**src/rtl/core/irs_pkg.sv**
```systemverilog
// irs_pkg: shared types and codes for the indexed record stack
// used by irs_cell, indexed_record_stack and irs_check; no dependencies
`default_nettype none

package irs_pkg;

    // fixed widths of the port fields
    localparam int OUT_BITS  = 32;
    localparam int RANK_BITS = 5;

    // action codes carried by an input word
    typedef enum logic [2:0] {
        ACT_PUSH   = 3'd0,
        ACT_POP    = 3'd1,
        ACT_INSERT = 3'd2,
        ACT_REMOVE = 3'd3,
        ACT_EDIT   = 3'd4,
        ACT_SEARCH = 3'd5
    } act_t;

    // result status codes
    typedef enum logic [2:0] {
        STAT_OK      = 3'd0,
        STAT_FULL    = 3'd1,
        STAT_EMPTY   = 3'd2,
        STAT_BADPOS  = 3'd3,
        STAT_NOMATCH = 3'd4
    } status_t;

    // search field selector codes
    localparam logic [1:0] SEL_BRAND  = 2'd0;
    localparam logic [1:0] SEL_SIZE   = 2'd1;
    localparam logic [1:0] SEL_COLOUR = 2'd2;

    // sequencer states
    typedef enum logic [1:0] {
        ST_IDLE,
        ST_SCAN,
        ST_DONE
    } fsm_t;

    // command broadcast to every cell of the chain
    typedef enum logic [2:0] {
        COP_HOLD,
        COP_WRITE,
        COP_INSERT,
        COP_REMOVE,
        COP_ROTATE
    } cell_op_t;

endpackage

`default_nettype wire

```
**src/rtl/core/irs_cell.sv**
```systemverilog
// irs_cell: one slot of the record chain, holds one record
// depends on irs_pkg for the cell command type
`default_nettype none

module irs_cell
    import irs_pkg::*;
#(
    parameter int FIELD_BITS = 32,
    parameter int CW         = 5,
    parameter int INDEX      = 0
) (
    input  wire logic                    aclk,
    input  wire cell_op_t                op,
    input  wire logic [CW-1:0]           tgt,
    input  wire logic [3*FIELD_BITS-1:0] load_rec,
    input  wire logic [3*FIELD_BITS-1:0] lower_rec,
    input  wire logic [3*FIELD_BITS-1:0] upper_rec,
    output logic      [3*FIELD_BITS-1:0] rec
);

    localparam logic [CW-1:0] IDX = CW'(INDEX);

    logic [3*FIELD_BITS-1:0] rec_reg;
    logic [3*FIELD_BITS-1:0] rec_next;

    // local decision from own slot number against the target slot
    always_comb begin
        rec_next = rec_reg;
        case (op)
            COP_WRITE: begin
                if (IDX == tgt) rec_next = load_rec;
            end
            COP_INSERT: begin
                if (IDX == tgt) begin
                    rec_next = load_rec;
                end else if (IDX > tgt) begin
                    rec_next = lower_rec;
                end
            end
            COP_REMOVE: begin
                if (IDX >= tgt) rec_next = upper_rec;
            end
            COP_ROTATE: rec_next = lower_rec;
            default:    rec_next = rec_reg;
        endcase
    end

    always_ff @(posedge aclk) begin
        rec_reg <= rec_next;
    end

    assign rec = rec_reg;

endmodule

`default_nettype wire

```
**src/rtl/core/indexed_record_stack.sv**
```systemverilog
// indexed_record_stack: top level, sequencer and chain of record cells
// depends on irs_pkg and irs_cell
`default_nettype none

// Bounded stack of STACK_DEPTH three-field records held in a chain of cells,
// slot 0 at the bottom. Push, insert, remove and edit finish in the cycle the
// word is accepted: each cell loads, shifts from its neighbor or holds, and one
// result word follows. Pop of an empty stack answers the same way. Pop of a
// non-empty stack and search rotate the whole chain once past a comparator on the
// top cell, one slot per cycle while no pending match is held up in front of the
// result register: accept, STACK_DEPTH rotation steps, final result. A rotation
// step that must pass on a pending match waits while the result port still holds
// the result register, as does the final word. Actions 6 and 7 give no result.
// Search returns matches top to bottom with their rank from the top and marks
// the final one with last; no match gives a single no-match word. The result
// register lets a new word be accepted in the cycle the previous result leaves.
module indexed_record_stack
    import irs_pkg::*;
#(
    parameter int STACK_DEPTH = 20,
    parameter int FIELD_BITS  = 32
) (
    input  wire logic        aclk,
    input  wire logic        aresetn,
    input  wire logic        s_valid,
    output logic             s_ready,
    input  wire logic [2:0]  s_action,
    input  wire logic [4:0]  s_position,
    input  wire logic [31:0] s_brand_code,
    input  wire logic [31:0] s_size_code,
    input  wire logic [31:0] s_colour_code,
    input  wire logic [1:0]  s_search_field,
    input  wire logic [31:0] s_search_key,
    output logic             m_valid,
    input  wire logic        m_ready,
    output logic [2:0]       m_status,
    output logic [31:0]      m_out_brand,
    output logic [31:0]      m_out_size,
    output logic [31:0]      m_out_colour,
    output logic [4:0]       m_match_rank,
    output logic             m_last
);

    localparam int CW   = $clog2(STACK_DEPTH + 1);
    localparam int IW   = (STACK_DEPTH > 1) ? $clog2(STACK_DEPTH) : 1;
    localparam int KW   = (FIELD_BITS < OUT_BITS) ? FIELD_BITS : OUT_BITS;
    localparam int RKW  = (CW + 1 > RANK_BITS) ? CW + 1 : RANK_BITS;
    localparam int CMPW = ((CW > 5) ? CW : 5) + 1;
    localparam int RECW = 3 * FIELD_BITS;

    // sequencer and bookkeeping registers
    fsm_t                  state_reg, state_next;
    logic [CW-1:0]         count_reg, count_next;
    logic [IW-1:0]         k_reg, k_next;
    act_t                  op_reg, op_next;
    logic [1:0]            sel_reg, sel_next;
    logic [FIELD_BITS-1:0] key_reg, key_next;
    logic                  pend_valid_reg, pend_valid_next;
    logic [RECW-1:0]       pend_rec_reg, pend_rec_next;
    logic [4:0]            pend_rank_reg, pend_rank_next;

    // result register
    logic                  m_valid_reg;
    status_t               m_status_reg;
    logic [RECW-1:0]       m_rec_reg;
    logic [4:0]            m_rank_reg;
    logic                  m_last_reg;

    logic                  out_load;
    status_t               out_status;
    logic [RECW-1:0]       out_rec;
    logic [4:0]            out_rank;
    logic                  out_last;

    // chain control
    cell_op_t              cell_op;
    logic [CW-1:0]         cell_tgt;
    logic [RECW-1:0]       in_rec;
    logic [RECW-1:0]       cell_rec [STACK_DEPTH];
    logic [RECW-1:0]       top_rec;

    logic                  slot_free;
    logic                  s_acc;
    logic                  full;
    logic                  empty;
    logic [CMPW-1:0]       pos_ext;
    logic [CMPW-1:0]       cnt_ext;
    logic                  start_scan;
    logic [RKW-1:0]        scan_sum;
    logic [RKW-1:0]        rank_full;
    logic                  in_range;
    logic                  fmatch;
    logic                  hit;
    logic                  need_emit;
    logic                  advance;
    logic                  k_last;

    assign slot_free = !m_valid_reg || m_ready;
    assign s_ready   = (state_reg == ST_IDLE) && slot_free;
    assign s_acc     = s_valid && s_ready;

    assign full    = (count_reg == CW'(STACK_DEPTH));
    assign empty   = (count_reg == '0);
    assign pos_ext = CMPW'(s_position);
    assign cnt_ext = CMPW'(count_reg);

    assign start_scan = ((act_t'(s_action) == ACT_POP) && !empty)
                        || (act_t'(s_action) == ACT_SEARCH);

    // record fields kept in FIELD_BITS bits
    assign in_rec = {FIELD_BITS'(s_colour_code[KW-1:0]),
                     FIELD_BITS'(s_size_code[KW-1:0]),
                     FIELD_BITS'(s_brand_code[KW-1:0])};

    // chain of cells, slot 0 at the bottom, rotation wraps top to bottom
    for (genvar g = 0; g < STACK_DEPTH; g++) begin : g_cell
        localparam int LO = (g == 0) ? STACK_DEPTH - 1 : g - 1;
        localparam int UP = (g == STACK_DEPTH - 1) ? g : g + 1;
        irs_cell #(
            .FIELD_BITS(FIELD_BITS),
            .CW        (CW),
            .INDEX     (g)
        ) u_cell (
            .aclk     (aclk),
            .op       (cell_op),
            .tgt      (cell_tgt),
            .load_rec (in_rec),
            .lower_rec(cell_rec[LO]),
            .upper_rec(cell_rec[UP]),
            .rec      (cell_rec[g])
        );
    end

    assign top_rec = cell_rec[STACK_DEPTH-1];

    // scan step k shows original slot STACK_DEPTH-1-k on the top cell
    assign scan_sum  = RKW'(k_reg) + RKW'(count_reg);
    assign in_range  = (scan_sum >= RKW'(STACK_DEPTH));
    assign rank_full = scan_sum - RKW'(STACK_DEPTH) + RKW'(1);
    assign k_last    = (k_reg == IW'(STACK_DEPTH - 1));

    // field compare against the key; unused selector never matches
    always_comb begin
        case (sel_reg)
            SEL_BRAND:  fmatch = (top_rec[0*FIELD_BITS +: FIELD_BITS] == key_reg);
            SEL_SIZE:   fmatch = (top_rec[1*FIELD_BITS +: FIELD_BITS] == key_reg);
            SEL_COLOUR: fmatch = (top_rec[2*FIELD_BITS +: FIELD_BITS] == key_reg);
            default:    fmatch = 1'b0;
        endcase
    end

    assign hit = in_range && ((op_reg == ACT_POP) ? (scan_sum == RKW'(STACK_DEPTH))
                                                  : fmatch);
    assign need_emit = hit && pend_valid_reg;
    assign advance   = !need_emit || slot_free;

    // next state
    always_comb begin
        state_next = state_reg;
        unique case (state_reg)
            ST_IDLE: if (s_acc && start_scan) state_next = ST_SCAN;
            ST_SCAN: if (advance && k_last) state_next = ST_DONE;
            ST_DONE: if (slot_free) state_next = ST_IDLE;
            default: state_next = ST_IDLE;
        endcase
    end

    // datapath control and result words
    always_comb begin
        cell_op         = COP_HOLD;
        cell_tgt        = count_reg;
        count_next      = count_reg;
        k_next          = k_reg;
        op_next         = op_reg;
        sel_next        = sel_reg;
        key_next        = key_reg;
        pend_valid_next = pend_valid_reg;
        pend_rec_next   = pend_rec_reg;
        pend_rank_next  = pend_rank_reg;
        out_load        = 1'b0;
        out_status      = STAT_OK;
        out_rec         = '0;
        out_rank        = '0;
        out_last        = 1'b1;
        unique case (state_reg)
            ST_IDLE: begin
                if (s_acc) begin
                    op_next         = act_t'(s_action);
                    sel_next        = s_search_field;
                    key_next        = FIELD_BITS'(s_search_key[KW-1:0]);
                    k_next          = '0;
                    pend_valid_next = 1'b0;
                    unique case (act_t'(s_action))
                        ACT_PUSH: begin
                            out_load = 1'b1;
                            if (full) begin
                                out_status = STAT_FULL;
                            end else begin
                                cell_op    = COP_WRITE;
                                cell_tgt   = count_reg;
                                count_next = count_reg + CW'(1);
                            end
                        end
                        ACT_POP: begin
                            if (empty) begin
                                out_load   = 1'b1;
                                out_status = STAT_EMPTY;
                            end
                        end
                        ACT_INSERT: begin
                            out_load = 1'b1;
                            if (full) begin
                                out_status = STAT_FULL;
                            end else if (pos_ext == '0 || pos_ext > cnt_ext + CMPW'(1)) begin
                                out_status = STAT_BADPOS;
                            end else begin
                                cell_op    = COP_INSERT;
                                cell_tgt   = CW'(pos_ext - CMPW'(1));
                                count_next = count_reg + CW'(1);
                            end
                        end
                        ACT_REMOVE: begin
                            out_load = 1'b1;
                            if (empty) begin
                                out_status = STAT_EMPTY;
                            end else if (pos_ext == '0 || pos_ext > cnt_ext) begin
                                out_status = STAT_BADPOS;
                            end else begin
                                cell_op    = COP_REMOVE;
                                cell_tgt   = CW'(pos_ext - CMPW'(1));
                                count_next = count_reg - CW'(1);
                            end
                        end
                        ACT_EDIT: begin
                            out_load = 1'b1;
                            if (pos_ext == '0 || pos_ext > cnt_ext) begin
                                out_status = STAT_BADPOS;
                            end else begin
                                cell_op  = COP_WRITE;
                                cell_tgt = CW'(pos_ext - CMPW'(1));
                            end
                        end
                        ACT_SEARCH: ;
                        default: ;
                    endcase
                end
            end
            ST_SCAN: begin
                if (advance) begin
                    cell_op = COP_ROTATE;
                    k_next  = k_reg + IW'(1);
                    if (need_emit) begin
                        out_load   = 1'b1;
                        out_status = STAT_OK;
                        out_rec    = pend_rec_reg;
                        out_rank   = pend_rank_reg;
                        out_last   = 1'b0;
                    end
                    if (hit) begin
                        pend_valid_next = 1'b1;
                        pend_rec_next   = top_rec;
                        pend_rank_next  = (op_reg == ACT_POP) ? 5'd0 : rank_full[4:0];
                    end
                end
            end
            ST_DONE: begin
                if (slot_free) begin
                    out_load        = 1'b1;
                    pend_valid_next = 1'b0;
                    if (pend_valid_reg) begin
                        out_status = STAT_OK;
                        out_rec    = pend_rec_reg;
                        out_rank   = pend_rank_reg;
                    end else begin
                        out_status = STAT_NOMATCH;
                    end
                    if (op_reg == ACT_POP) count_next = count_reg - CW'(1);
                end
            end
            default: ;
        endcase
    end

    // control registers
    always_ff @(posedge aclk) begin
        if (!aresetn) begin
            state_reg      <= ST_IDLE;
            count_reg      <= '0;
            pend_valid_reg <= 1'b0;
            m_valid_reg    <= 1'b0;
        end else begin
            state_reg      <= state_next;
            count_reg      <= count_next;
            pend_valid_reg <= pend_valid_next;
            if (out_load) begin
                m_valid_reg <= 1'b1;
            end else if (m_ready) begin
                m_valid_reg <= 1'b0;
            end
        end
    end

    // payload registers
    always_ff @(posedge aclk) begin
        k_reg         <= k_next;
        op_reg        <= op_next;
        sel_reg       <= sel_next;
        key_reg       <= key_next;
        pend_rec_reg  <= pend_rec_next;
        pend_rank_reg <= pend_rank_next;
        if (out_load) begin
            m_status_reg <= out_status;
            m_rec_reg    <= out_rec;
            m_rank_reg   <= out_rank;
            m_last_reg   <= out_last;
        end
    end

    // result port
    assign m_valid      = m_valid_reg;
    assign m_status     = m_status_reg;
    assign m_out_brand  = OUT_BITS'(m_rec_reg[0*FIELD_BITS +: KW]);
    assign m_out_size   = OUT_BITS'(m_rec_reg[1*FIELD_BITS +: KW]);
    assign m_out_colour = OUT_BITS'(m_rec_reg[2*FIELD_BITS +: KW]);
    assign m_match_rank = m_rank_reg;
    assign m_last       = m_last_reg;

endmodule

`default_nettype wire

```
**config.mk**
```make
export PLATFORM = sky130hd
export DESIGN_NAME = indexed_record_stack
export DESIGN_NICKNAME = d
export VERILOG_FILES = /design/src/rtl/core/irs_pkg.sv /design/src/rtl/core/irs_cell.sv /design/src/rtl/core/indexed_record_stack.sv
export SDC_FILE = /design/constraint.sdc
export NUM_CORES = 2
export LEC_CHECK = 0
export BUFFER_PORTS_ARGS = -buffer_cell sky130_fd_sc_hd__buf_2
export CAP_MARGIN = 40
export CORE_ASPECT_RATIO = 0.75
export CORE_MARGIN = 4
export CORE_UTILIZATION = 30
export DETAILED_ROUTE_END_ITERATION = 12
export SETUP_SLACK_MARGIN = 0.02
export SLEW_MARGIN = 20
export SYNTH_ARGS = -nofsm -noshare
export SYNTH_HDL_FRONTEND = slang
export SYNTH_SLANG_ARGS = --single-unit
export TNS_END_PERCENT = 5
```
**constraint.sdc**
```tcl
create_clock -name aclk -period 18.05 [get_ports aclk]
set_clock_uncertainty 0.2 [all_clocks]
set_input_delay 3.61 -clock aclk [delete_from_list [all_inputs] [get_ports aclk]]
set_output_delay 3.61 -clock aclk [all_outputs]
set_load 0.05 [all_outputs]
```
==> out/results.tsv <==
stage	metric	value	unit
floorplan	fp.dieW	697	µm
sta	finalHoldViolCount	0	
cts	cts_setup_buffers	0	
hold_path	hold_class	reg -> reg	
sta	fmax	109	MHz
yosys	synth_top_family_by_area	compound AO/OA/AOI/OAI gates	
yosys	avgSynthCellArea	12.0	µm²
yosys	yosysUniqueCellTypes	87	
cts	clock_sinks	2177	
placed_design	hpwl	257	mm
power	p_int	13.4	mW
power	power_density	190	nW/µm²
grt	grt_overflow	0	
detailed_routing	vias	86836	
hold_path	holdPathStages	1	
placed_design	port_buffers	248	
worst_setup_path	cp_top_family	buffers and inverters	
floorplan	start_util	0.302	
cts	cts_tree	yes	
yosys	syn_nets	9110	
power	switching_share	0.424	
detailed_routing	drt-initial-drc-count	16226	
worst_setup_path	path_cells	buf_2 -> inv_1 -> ha_1 -> nor4b_2 -> nor3_1 -> nor2_1 -> a21oi_1 -> a211oi_4 -> buf_4 -> nor2_2 -> buf_4 -> nor2_4 -> buf_16 -> buf_4 -> buf_4 -> buf_16	
cts	cts_max_level	4	
finish	final_util	0.345	
grt	track_usage	0.231	
worst_setup_path	cpPeakStageDelay	0.72	ns
yosys	synth_warnings	0	
grt	grt_antenna_before_repair	77	
cts	path_clk_slew	0.06	ns
floorplan	floorplan.die.height	525	µm
sta	rsz0062_at_grt	false	
worst_setup_path	crit_path_end_kind	register	
yosys	synth_flop_cell	edfxtp_1	
finish	nets	8928	
cts	cts-resized-gates	0	
detailed_routing	wl	448	mm
power	clockPowerShare	0.203	
floorplan	rows	189	
yosys	synth_seq_area_share	0.611	
cts	cts_hold_buf	0	
yosys	synth_edf_count	2168	
sta	post-route-min-period	9.18	ns
finish	drive_gt1_frac	0.109	
detailed_routing	post-route-drc-count	0	
worst_setup_path	worstPathMaxFanout	40	
sta	fin_crit_sh	0.509	
yosys	ys_seq_elements	2177	
worst_setup_path	path_class	in -> reg	
yosys	synthCells	8938	
grt	grt_pass1_vias	81563	
detailed_routing	drtPass1Iterations	8	
placed_design	place_congestion	0.884	
worst_setup_path	crit_slowest_cell	buf_4	
finish	largest_register_ffs	1920	
yosys	synth_area	107000	µm²
worst_setup_path	crit_required	18.44	ns
cts	clock_latency	0.95	ns
worst_setup_path	reg2regPathDepth	20	
yosys	async_flop_share	0	
floorplan	coreArea	354000	µm²
detailed_routing	antenna_left	0	
yosys	synth.area.mux_share	0.0106	
power	power_switching	9.85	mW
detailed_routing	wire_per_inst	32.8	µm
yosys	synth_fa_ha_area_frac	0.00358	
sta	timing.hold.ws	0.310	ns
finish	most-common-layout-cells	edfxtp_1 (2168), and2_1 (1153), nand2_1 (1015), o21ai_0 (955), a221o_1 (867)	
finish	final_common_cell	edfxtp_1	
worst_setup_path	worst_ep_arrival_time	9.57	ns
cts	root_buffer	clkbuf_16	
power	p_comb_frac	0.395	
yosys	synth_xor_area_frac	0.00320	
job	maxCapViolCount	0	
floorplan	ios	249	
grt	grt_pass1_wl	626	mm
yosys	synth-simple-area-share	0.111	
sta	worst_pin_slew	1.13	ns
worst_setup_path	path_depth	16	
sta	relSlewSlack	0.247	
sta	slew_viol_final	0	
sta	setup-tns-final	0	ns
cts	cts_buffers	229	
yosys	synth_compound_area_frac	0.221	
worst_setup_path	cpMostUsedCell	buf_4	
power	seq_power_share	0.401	
grt	grt_max_degree	255	
cts	cts_max_path_buffers	4	
floorplan	dieArea	366000	µm²
power	leakagePower	37.9	nW
run_status	status	complete, no violations	
worst_setup_path	cp.buffers_inverters	8	
sta	setup_violations	0	
power	irDropWorstVdd	356	µV
worst_setup_path	critPathLaunchType	input pin	
finish	area_growth	14.2	%
detailed_routing	vias_per_cell	6.36	
[final timing paths]
kind / endpoint / start / slack, ns
worst min-delay path: m_rec_reg[59] / pend_rec_reg[59] / 0.31
worst max register to register: g_cell[2].u_cell.rec[57] / count_reg[1] / 10.74
worst min register to register: m_rec_reg[59] / pend_rec_reg[59] / 0.31
worst max-delay path: g_cell[2].u_cell.rec[57] / s_position[0] / 8.87
[metrics by stage]
stage	instance area, µm²	setup WS, ns	cells	total power, mW
5_1_grt	122000	8.65	13626	23.7
4_1_cts	122000	8.69	13599	22.8
3_3_place_gp	112000	7.20	13104	17.4
6_report	122000	8.87	13659	23.2
2_1_floorplan	107000	4.00	8938	13.9
3_5_place_dp	114000	7.73	13191	18.0
[worst reg2reg max path, cell delays in order (launching register included)]
cell      delay [ns]
dfxtp_1         0.58
inv_1           0.25
nor2_1          0.26
nand2_1         0.11
xnor2_1         0.16
ha_1            0.30
nand3_1         0.13
o21bai_1        0.20
a21oi_1         0.32
nor2_1          0.22
nor2_1          0.55
a21oi_1         0.26
a211oi_4        0.27
buf_4           0.57
nor2_2          0.11
buf_4           0.28
nor2_4          0.41
buf_16          0.22
buf_4           0.74
buf_4           0.52
buf_16          0.33
[area by class of cell]
type                       instances  area [µm²]
tap                             4679        5850
antenna                           47         118
timing repair buffer             506        5110
multi-input combinational       5704       38000
fill                           34150      232000
inverter                         138         518
clock inverter                   127        1140
clock buffer                     281        5970
sequential                      2177       65300
[kinds of logic (layout without fill, tap and decap cells)]
kind of cell,count (synthesis),after routing
XOR/XNOR,39,39
AND/OR/NAND/NOR,2318,2318
buffers and inverters,1057,1052
other,0,47
AO/OA/AOI/OAI,3216,3216
multiplexers,101,101
flip-flops,2177,2177
adder cells (fa/ha/maj),30,30
[power by group through the flow]
| stage | Combinational, mW | Sequential (mW) | Clock, mW |
|---|---|---|---|
| finish | 9.19 | 9.32 | 4.72 |
| global route | 9.24 | 9.45 | 4.96 |
| CTS | 8.71 | 9.28 | 4.76 |
| detailed placement | 8.68 | 9.35 | 0 |
| global placement | 8.07 | 9.33 | 0 |
| floorplan | 4.28 | 9.62 | 0 |
[Yosys cell counts (all sizes together), types with 3 or more instances]
master,count,area share
xor2,8,0.00066
a211o,3,0.00025
nor3b,5,0.00035
a2bb2oi,4,0.00033
buf,181,0.0092
inv,42,0.0015
o22ai,16,0.0015
a21o,9,0.00063
mux2i,4,0.00037
nor2,62,0.0022
a31oi,199,0.012
and2,1155,0.068
dfxtp,9,0.0017
edfxtp,2168,0.61
ha,29,0.0034
nor3,11,0.00061
clkinv,96,0.0034
a221o,868,0.081
nand3,15,0.00075
a211oi,197,0.014
nand2b,6,0.00035
nand2,1016,0.036
o211ai,774,0.054
mux2,97,0.010
o21ai,1003,0.047
a22oi,18,0.0013
and3,8,0.00047
nor2b,4,0.00023
o22a,11,0.00090
nor4,7,0.00041
a221oi,19,0.0018
nand4,11,0.00064
clkbuf,738,0.026
o21a,3,0.00021
xnor2,31,0.0025
o31ai,8,0.00056
a21oi,56,0.0027
[per-layer routing]
layer,part of all wire,vias to the layer above,global-route usage
met3,0.16,1236,0.0805
li1,-,34577,-
met2,0.41,7925,0.323
met5,0.00054,-,0
met4,0.050,36,0.0991
met1,0.38,43062,0.322
Power figures use the tool's default switching activity.
